`config.mk`:
```
export PLATFORM = sky130hd
export DESIGN_NAME = masked_priority_interrupt_controller_unit
export DESIGN_NICKNAME = d
export VERILOG_FILES = /design/src/design/icu_pkg.sv /design/src/design/icu_prio_enc.sv /design/src/design/icu_state.sv /design/src/design/masked_priority_interrupt_controller_unit.sv
export SDC_FILE = /design/constraint.sdc
export NUM_CORES = 1
export LEC_CHECK = 0
export BUFFER_PORTS_ARGS = -buffer_cell sky130_fd_sc_hd__buf_2
export CAP_MARGIN = 30
export CORE_UTILIZATION = 47
export DETAILED_ROUTE_END_ITERATION = 8
export HOLD_SLACK_MARGIN = 0.06
export SLEW_MARGIN = 0
export SYNTH_ARGS = -nofsm -noshare
export SYNTH_HDL_FRONTEND = slang
export SYNTH_HIERARCHICAL = 1
export SYNTH_SLANG_ARGS = --single-unit
export TNS_END_PERCENT = 100
```
`constraint.sdc`:
```
create_clock -name clk -period 16.4 [get_ports clk]
set_clock_uncertainty 0.15 [all_clocks]
set_input_delay 1.64 -clock clk [delete_from_list [all_inputs] [get_ports clk]]
set_output_delay 1.64 -clock clk [all_outputs]
set_load 0.03 [all_outputs]
```
`src/design/icu_pkg.sv`:
```
// Shared types and constants for the masked priority interrupt controller.
package icu_pkg;

    localparam int LINE_COUNT_DEF = 16;
    localparam int MASK_W         = 16;

    localparam logic [2:0] MODE_READ  = 3'd0;
    localparam logic [2:0] MODE_WRITE = 3'd1;
    localparam logic [2:0] MODE_RAISE = 3'd2;
    localparam logic [2:0] MODE_CLEAR = 3'd3;
    localparam logic [2:0] MODE_NOP   = 3'd4;

    localparam logic [26:0] ADDR_STATUS = 27'h7FFFFF4;
    localparam logic [26:0] ADDR_MASK   = 27'h7FFFFF5;

    typedef struct packed {
        logic [2:0]  mode;
        logic [26:0] bus_address;
        logic [15:0] bus_write_data;
        logic [15:0] line_index;
        logic [31:0] line_vector;
    } icu_item_t;

    typedef struct packed {
        logic [15:0] bus_read_data;
        logic        irq_active;
        logic [31:0] irq_vector;
        logic        write_fault;
    } icu_result_t;

endpackage

```
`src/design/icu_prio_enc.sv`:
```
// Fixed priority encoder: lowest set bit wins.
module icu_prio_enc #(
    parameter int LINE_COUNT = 16,
    parameter int LW         = 4
) (
    input  logic [LINE_COUNT-1:0] live,
    output logic                  found,
    output logic [LW-1:0]         idx
);
    always_comb
    begin
        idx = '0;
        for (int i = LINE_COUNT - 1; i >= 0; i--)
        begin
            if (live[i])
            begin
                idx = LW'(i);
            end
        end
    end

    assign found = |live;

endmodule

```
`src/design/icu_state.sv`:
```
// Pending, mask and vector storage with command decode and vector read port.
module icu_state #(
    parameter int LINE_COUNT = 16,
    parameter int LW         = 4
) (
    input  logic                  clk,
    input  logic                  rst_n,
    input  logic                  cmd_vld,
    input  icu_pkg::icu_item_t    cmd,
    input  logic [LW-1:0]         vec_idx,
    output logic [LINE_COUNT-1:0] pending_nx,
    output logic [LINE_COUNT-1:0] mask_nx,
    output logic [15:0]           rd_data,
    output logic                  fault,
    output logic [31:0]           vec_data
);
    import icu_pkg::*;

    logic [LINE_COUNT-1:0] pending_reg;
    logic [LINE_COUNT-1:0] pending_next;
    logic [MASK_W-1:0]     mask_reg;
    logic [MASK_W-1:0]     mask_next;
    logic [31:0]           vec_reg [LINE_COUNT];
    logic                  in_range;
    logic                  raise;
    logic                  clear;
    logic                  mask_wr;
    logic [LW-1:0]         line;
    logic [LINE_COUNT-1:0] line_bit;
    logic [15:0]           status16;

    assign in_range = cmd.line_index < 16'(LINE_COUNT);
    assign line     = cmd.line_index[LW-1:0];
    assign line_bit = LINE_COUNT'(1) << line;
    assign raise    = cmd_vld && cmd.mode == MODE_RAISE && in_range;
    assign clear    = cmd_vld && cmd.mode == MODE_CLEAR && in_range;
    assign mask_wr  = cmd_vld && cmd.mode == MODE_WRITE && cmd.bus_address == ADDR_MASK;

    always_comb
    begin
        pending_next = pending_reg;
        if (raise)
        begin
            pending_next = pending_reg | line_bit;
        end
        else if (clear)
        begin
            pending_next = pending_reg & ~line_bit;
        end
        mask_next = mask_wr ? cmd.bus_write_data : mask_reg;
    end

    // lines above the mask width stay masked; status shows the low pending bits
    for (genvar g = 0; g < LINE_COUNT; g++)
    begin : g_mask
        if (g < MASK_W)
        begin : g_in
            assign mask_nx[g] = mask_next[g];
        end
        else
        begin : g_out
            assign mask_nx[g] = 1'b0;
        end
    end

    for (genvar g = 0; g < 16; g++)
    begin : g_stat
        if (g < LINE_COUNT)
        begin : g_in
            assign status16[g] = pending_reg[g];
        end
        else
        begin : g_out
            assign status16[g] = 1'b0;
        end
    end

    assign pending_nx = pending_next;

    always_comb
    begin
        rd_data = '0;
        fault   = 1'b0;
        if (cmd_vld)
        begin
            case (cmd.mode)
                MODE_READ:
                begin
                    if (cmd.bus_address == ADDR_STATUS)
                    begin
                        rd_data = status16;
                    end
                    else if (cmd.bus_address == ADDR_MASK)
                    begin
                        rd_data = mask_reg;
                    end
                end
                MODE_WRITE:
                begin
                    fault = cmd.bus_address == ADDR_STATUS;
                end
                default:
                begin
                    rd_data = '0;
                end
            endcase
        end
    end

    // bypass the vector being written this cycle
    assign vec_data = (raise && line == vec_idx) ? cmd.line_vector : vec_reg[vec_idx];

    always_ff @(posedge clk or negedge rst_n)
    begin
        if (!rst_n)
        begin
            pending_reg <= '0;
            mask_reg    <= '0;
        end
        else
        begin
            pending_reg <= pending_next;
            mask_reg    <= mask_next;
        end
    end

    always_ff @(posedge clk)
    begin
        if (raise)
        begin
            vec_reg[line] <= cmd.line_vector;
        end
    end

endmodule

```
`src/design/masked_priority_interrupt_controller_unit.sv`:
```
// Masked fixed-priority vectored interrupt controller, top level.
// An accepted transfer is registered in the input stage, then its result and done are registered.
// Throughput: one item per cycle; busy never rises and done cannot be held off.
// The result reflects pending and mask state after that item's own update.
// Reset clears pending bits, mask and pipeline valids; line vectors are undefined until raised.
module masked_priority_interrupt_controller_unit #(
    parameter int LINE_COUNT = icu_pkg::LINE_COUNT_DEF
) (
    input  logic                clk,
    input  logic                rst_n,
    input  logic                start,
    output logic                busy,
    input  icu_pkg::icu_item_t  cmd,
    output logic                done,
    output icu_pkg::icu_result_t result
);
    import icu_pkg::*;

    localparam int LW = (LINE_COUNT > 1) ? $clog2(LINE_COUNT) : 1;

    logic                  in_vld_reg;
    icu_item_t             in_item_reg;
    logic                  done_reg;
    icu_result_t           res_reg;
    icu_result_t           res_next;
    logic [LINE_COUNT-1:0] pending_nx;
    logic [LINE_COUNT-1:0] mask_nx;
    logic [LINE_COUNT-1:0] live;
    logic                  found;
    logic [LW-1:0]         win_idx;
    logic [15:0]           rd_data;
    logic                  fault;
    logic [31:0]           vec_data;

    assign busy = 1'b0;

    icu_state #(
        .LINE_COUNT(LINE_COUNT),
        .LW        (LW)
    ) u_state (
        .clk       (clk),
        .rst_n     (rst_n),
        .cmd_vld   (in_vld_reg),
        .cmd       (in_item_reg),
        .vec_idx   (win_idx),
        .pending_nx(pending_nx),
        .mask_nx   (mask_nx),
        .rd_data   (rd_data),
        .fault     (fault),
        .vec_data  (vec_data)
    );

    assign live = pending_nx & mask_nx;

    icu_prio_enc #(
        .LINE_COUNT(LINE_COUNT),
        .LW        (LW)
    ) u_prio (
        .live (live),
        .found(found),
        .idx  (win_idx)
    );

    always_comb
    begin
        res_next.bus_read_data = rd_data;
        res_next.irq_active    = found;
        res_next.irq_vector    = found ? vec_data : 32'h0;
        res_next.write_fault   = fault;
    end

    always_ff @(posedge clk or negedge rst_n)
    begin
        if (!rst_n)
        begin
            in_vld_reg <= 1'b0;
            done_reg   <= 1'b0;
        end
        else
        begin
            in_vld_reg <= start && !busy;
            done_reg   <= in_vld_reg;
        end
    end

    always_ff @(posedge clk)
    begin
        if (start && !busy)
        begin
            in_item_reg <= cmd;
        end
        if (in_vld_reg)
        begin
            res_reg <= res_next;
        end
    end

    assign done   = done_reg;
    assign result = res_reg;

    a_accept_to_stage: assert property (@(posedge clk) disable iff (!rst_n)
        (start && !busy) |=> in_vld_reg)
        else $error("accepted transfer did not enter the input stage");

    a_stage_to_done: assert property (@(posedge clk) disable iff (!rst_n)
        in_vld_reg |=> done)
        else $error("input stage item produced no result");

    a_no_spurious_done: assert property (@(posedge clk) disable iff (!rst_n)
        !in_vld_reg |=> !done)
        else $error("result strobe without an item");

    a_idle_vector: assert property (@(posedge clk) disable iff (!rst_n)
        (done && !result.irq_active) |-> result.irq_vector == 32'h0)
        else $error("vector nonzero while no line is active");

    a_fault_no_data: assert property (@(posedge clk) disable iff (!rst_n)
        (done && result.write_fault) |-> result.bus_read_data == 16'h0)
        else $error("write fault with read data");

endmodule

```
==> Word-level counts from Yosys, hierarchy flattened <==
Memory sizes are Yosys's and may differ from the RTL's. A register that Yosys moved wholly into a read port is not among the register bits.
Cells that the tools add are included.
{ "classes": {"eq_ne": 5, "n_shift": 1, "n_bitwise": 4, "n_mux": 23, "reduce_logical": 9, "n_lt_le_gt_ge": 1} }
{ "ops": {"columns": ["cell", "n"], "rows": [
  ["$mux W16", 5],
  ["$mux W4", 16],
  ["$eq A27 B27 Y1 const B", 2],
  ["$and A16 B16 Y16", 2],
  ["$lt A16 B5 Y1 const B", 1],
  ["$not A16 Y16", 1],
  ["$or A16 B16 Y16", 1],
  ["$reduce_or A16 Y1", 1],
  ["$shl A1 B4 Y16 const A", 1],
  ["$eq A3 B2 Y1 const B", 2],
  ["$logic_and A1 B1 Y1", 6],
  ["$eq A3 B1 Y1 const B", 1],
  ["$logic_not A3 Y1", 1],
  ["$mux W1", 2],
  ["$logic_not A1 Y1", 1]
]} }
{ "totals": {"word_cells": 56, "ff_bits": 146, "out_inout_bits": 52, "ram_bits": 512, "n_memories": 1} }
{ "mem_list": {"columns": ["memory", "words", "width", "read_ports", "rd_clocked_by_memory_dff", "write_ports", "line", "text"], "rows": [
  ["u_state.vec_reg", 16, 32, 1, 1, 1, "icu_state.sv:23", "logic [31:0] vec_reg [LINE_COUNT];"]
]} }

==> Depth between registers and ports, before layout <==
{ "depth": {"word_depth": 22, "mapped_depth": 19, "depth_no_buf": 14} }

==> By module <==
Netlist, hierarchy kept.
{ "modules_own_cells": {"columns": ["mod", "cells_per_inst", "area_per_inst_um2", "n_inst", "seq_area_each_um2"], "rows": [
  ["icu_state", 1004, 21396.8, 1, 16175.5],
  ["masked_priority_interrupt_controller_unit", 199, 4740.8, 1, 4374.2],
  ["icu_prio_enc", 34, 176.4, 1, 0.0]
]} }

==> Worst setup path after synthesis <==
Ideal clock, no wire load.
{ "synth_path": {"path_kind": "register -> register", "start": "register in_vld_reg", "end": "register result[15] (netlist name)", "t_arrival_ps": 5695, "slack_ps": 10299, "synth_period_minus_slack_ps": 6101, "path_buffers": 4, "setup_time_ps": 256, "required_time_ps": 15994, "stages_incl_launch_ff": 19, "cell_sequence": "dfrtp_1 -> nand3b_1 -> nor2_1 -> nand4_1 -> clkbuf_1 -> mux2_2 -> and2_1 -> inv_1 -> a21oi_1 -> o311a_1 -> o22ai_1 -> clkbuf_1 -> clkbuf_1 -> buf_1 -> mux4_2 -> a22oi_1 -> nand2_1 -> mux2_4 -> and2_2"} }
{ "synth_between": {"word_cells_on_any_way": 28} }
{ "synth_lines": {"columns": ["element", "line", "text"], "rows": [
  ["start, declared", "masked_priority_interrupt_controller_unit.sv:21", "logic in_vld_reg;"],
  ["start signal, assigned", "masked_priority_interrupt_controller_unit.sv:81", "in_vld_reg <= start && !busy;"],
  ["$logic_and A1 B1 Y1 (2 in a row)", "icu_state.sv:37", "assign mask_wr = cmd_vld && cmd.mode == MODE_WRITE && cmd.bus_address == ADDR_MASK;"],
  ["$mux W16", "icu_state.sv:50", "mask_next = mask_wr ? cmd.bus_write_data : mask_reg;"],
  ["named net mask_nx[14]", "masked_priority_interrupt_controller_unit.sv:27", "logic [LINE_COUNT-1:0] mask_nx;"],
  ["$and A16 B16 Y16", "masked_priority_interrupt_controller_unit.sv:53", "assign live = pending_nx & mask_nx;"],
  ["named net live[14]", "masked_priority_interrupt_controller_unit.sv:28", "logic [LINE_COUNT-1:0] live;"],
  ["$mux W4 (15 in a row)", "icu_prio_enc.sv:15", "if (live[i])"],
  ["named net win_idx[0]", "masked_priority_interrupt_controller_unit.sv:30", "logic [LW-1:0] win_idx;"]
]} }
The timed path passes the listed nets, and every way through them passes these cells.
A chain may end at the register's enable or synchronous reset.

==> Worst setup path after layout <==
{ "layout_path": {"start": "register in_item_reg[93] (netlist name)", "end": "register result[25] (netlist name)"} }
{ "layout_between": {"word_cells_on_any_way": 31} }
{ "layout_lines": {"columns": ["element", "line", "text"], "rows": [
  ["start, declared", "masked_priority_interrupt_controller_unit.sv:22", "icu_item_t in_item_reg;"],
  ["start signal, assigned", "masked_priority_interrupt_controller_unit.sv:90", "in_item_reg <= cmd;"],
  ["$eq A3 B1 Y1", "icu_state.sv:37", null],
  ["$logic_and A1 B1 Y1 (2 in a row)", "icu_state.sv:37", null],
  ["$mux W16", "icu_state.sv:50", null],
  ["named net mask_nx[13]", "masked_priority_interrupt_controller_unit.sv:27", null],
  ["$and A16 B16 Y16", "masked_priority_interrupt_controller_unit.sv:53", null],
  ["named net live[13]", "masked_priority_interrupt_controller_unit.sv:28", null],
  ["$mux W4 (14 in a row)", "icu_prio_enc.sv:15", null],
  ["named net win_idx[1]", "masked_priority_interrupt_controller_unit.sv:30", null]
]} }
The timed path passes the listed nets, and every way through them passes these cells.

==> reports/results.tsv <==
stage	metric	value	unit
sta	Tcrit/Tclk final	39.6	%
yosys	Yosys top cell by area	edfxtp_1	
drt	Total Wirelength	58200	um
yosys	register area share after synthesis	78.1	%
layout	layout cells sized above 1	35.3	%
clocking	Clk pin slew, worst setup/hold paths	0.06	ns
floorplan	total core area	0.0552	mm2
hold_path	worst hold path class	flip-flop to flip-flop	
worst_setup_path	Worst R2R Start	in_item_reg[93]$_DFFE_PP_	
sta	Final min period	6.49	ns
clocking	worst skew pair latency	0.60	ns
worst_setup_path	Critical Path RT	16.58	ns
placed_design	Final GP Congestion	0.842	
hold_path	hold path start	in_item_reg[60]$_DFFE_PP_	
clocking	CTS Buf Count	72	
sta	Slew @ Worst Pin	0.938	ns
power	Pwr Total	3600	uW
worst_setup_path	FF-to-FF path depth	15	
worst_setup_path	slowest stage delay, CP	0.76	ns
worst_setup_path	CP Capture Type	flip-flop	
worst_setup_path	CP Launch Type	flip-flop	
clocking	CTS resizes	0	
worst_setup_path	CP cell instances	nand3b_1 -> nor2_1 -> nand4_1 -> mux2_2 -> and2_1 -> o31ai_1 -> nand2_1 -> a31oi_4 -> buf_12 -> xnor2_1 -> nand4_1 -> or4_2 -> buf_4 -> mux2_4 -> and2_2	
sta	Slew Limit Fails	0	
placed_design	DP Worst Slack	9.61	ns
worst_setup_path	CP max-delay cell	nand4_1	
drt	Initial DRC Count	1101	
drt	First-pass DRT Iterations	5	
drt	vias per cell	5.73	
floorplan	Die W	239	um
yosys	Mapped Cells	1237	
sta	Slew HR	37.3	%
layout	max reg flops	512	
layout	Area Overhead vs Synth	15.7	%
floorplan	I/O pins	149	
sta	RSZ-0062 raised after global routing	false	
global_routing	global-route wire length before repair	86400	um
yosys	synthesized cell area	0.0263	mm2
yosys	Ys Warns	6	
power	maximum VDD drop	0.0871	mV
yosys	Distinct cells, synth	45	
yosys	ys async rst share	4.93	%
power	Pleak	0.0101	uW
floorplan	Initial Utilization	47.7	%
yosys	syn nets	1334	
clocking	Post-CTS Setup Inserts	0	
worst_setup_path	CP Launch Point	in_item_reg[93]$_DFFE_PP_	
global_routing	Total Routing Usage GR	21.0	%
yosys	top-area cell type share of the netlist area	74.9	%
floorplan	DIE HEIGHT	239	um
clocking	cts hold-fix bufs	0	
worst_setup_path	end of the critical path	result[25]$_SDFFCE_PN0P_	
placed_design	DPL Wire Length	28500	um
worst_setup_path	flop2flop setup slack	9.91	ns
yosys	Synth area leaders	edfxtp_1, mux4_2, dfrtp_1	
yosys	most used flip-flop cell after synthesis	edfxtp_1	
status	status	finished, final reports clean	
global_routing	initial antenna violation count	2	
sta	Max Freq	0.154	GHz
floorplan	row cnt	86	
clocking	Clock Sinks	690	
clocking	H-Tree Depth	3	
clocking	Clock Path Buffers	3	
yosys	Post-synth EDFFs	656	
sta	setup tns final	0	ns
sta	Fin. Hold Viols	0	
drt	Vias	12761	
worst_setup_path	WS Path Type	flip-flop to flip-flop	
yosys	flops & latches, synth	690	
layout	antenna cells	0	
drt	antenna-violating nets left	0	
sta	Final WS setup	9.91	ns
power	P per Cell Area	118	mW/mm2
yosys	average size of a mapped cell	21.3	um2
clocking	clk root buf	clkbuf_16	
clocking	CTS tree	built	
global_routing	GRT overflow	0	
worst_setup_path	Crit Reg-Reg Endpoint	result[25]$_SDFFCE_PN0P_	
worst_setup_path	Worst Path Arrival	6.67	ns
global_routing	largest net degree at the start of global routing	127	
floorplan	die area	0.0569	mm2
placed_design	PortBufs	147	
drt	Post-route DRC	0	
drt	wire per inst	26.2	um
sta	Setup Viol. Count Final	0	
worst_setup_path	Critical Path Fanout Max	126	
layout	Layout Nets	1520	
run	Max Cap Violations	0	
worst_setup_path	most frequent CP cell	nand4_1	
global_routing	number of global-route vias before repair	13363	
[routing by layer]
| metal | track usage (%) | vias to the layer above | wire length, um | share of wire, % |
|---|---|---|---|---|
| met5 | 0 | - | 11 | 0.019 |
| met3 | 3.67 | 82 | 3420 | 5.9 |
| met2 | 34.3 | 402 | 28700 | 49 |
| met4 | 6.43 | 2 | 1160 | 2.0 |
| met1 | 29.1 | 6809 | 24900 | 43 |
| li1 | - | 5466 | - | - |
[stage by stage]
stage                     instance area [um2]  instances  hold WS [ns]  util [%]
final                                   30500       2226         0.354      55.2
after global routing                    30500       2226         0.370      55.2
after CTS                               30400       2223         0.357      55.0
after detailed placement                28100       2094         0.342      50.9
after global placement                  28100       2093         0.338      50.9
after floorplan                         26300       1237         0.316         -
[final cells by class]
| class | instances | area [um2] |
|---|---|---|
| sequential | 690 | 20600 |
| inverter | 3 | 11.3 |
| clock buffer | 86 | 1950 |
| tap | 748 | 936 |
| timing repair buffer | 179 | 1080 |
| clock inverter | 43 | 299 |
| multi-input combinational | 477 | 5620 |
| fill | 4180 | 24700 |
[where the power goes]
group | switching, uW | total, uW | internal [uW]
clock network | 655 | 1550 | 896
logic | 35.0 | 52.2 | 17.2
registers | 32.7 | 2000 | 1970
[cells by family after synthesis]
group	synth area share, %
AOI/OAI and AO/OA	2.84
xor gates and xnor gates	0.133
buffers and inverters	1.20
DFF	78.1
muxes	14.2
other	0.0143
and+or+nand+nor	3.56
[cell usage after synthesis (2+ instances only)]
master    instances
nor2b_1           2
dfrtp_1          34
buf_6             4
or4_1             2
clkbuf_1         44
mux2_2           18
nor4_1            2
nor2_1           43
nand4_1           7
xnor2_1           4
a22oi_1          62
and2_2           32
mux2i_1          19
buf_2            12
mux4_2          128
clkbuf_2          3
or2_2             2
or4_4             2
a21oi_1           3
nand3_1           4
nor3_1            2
nand2_1          39
buf_1             3
nand2b_1          6
o21ai_0          15
and2_1           16
or3_1             7
a31oi_1           2
mux2_4           30
edfxtp_1        656
o21ai_1           3
inv_1             3
o41ai_1          16
[critical path, delay by kind of cell (launching register included)]
family                 cells  cell delay [ns]
AO/OA/AOI/OAI              2             0.49
XOR/XNOR                   1             0.20
buffers and inverters      2             0.99
flip-flops                 1             0.37
multiplexers               2             0.99
AND/OR/NAND/NOR            8             2.94
[cell usage in the layout (no fill, tap or decap), drive strengths merged, types with 16 or more instances in the layout]
cell type / instances
a22oi: 62
and2: 49
buf: 179
clkbuf: 86
clkinv: 37
dfrtp: 34
edfxtp: 656
mux2: 48
mux2i: 19
mux4: 128
nand2: 39
nor2: 44
o21ai: 18
o41ai: 16
[how the worst min path moves through the flow]
stage                                     end  cells after the start
4_1_cts         u_state/mask_reg[8]$_DFF_PN0_                      1
2_1_floorplan   u_state/mask_reg[0]$_DFF_PN0_                      1
3_3_place_gp    u_state/mask_reg[4]$_DFF_PN0_                      1
5_1_grt         u_state/mask_reg[8]$_DFF_PN0_                      1
6_report       u_state/mask_reg[12]$_DFF_PN0_                      1
3_5_place_dp    u_state/mask_reg[3]$_DFF_PN0_                      1
Note: power is estimated with default switching activity, not from simulation.
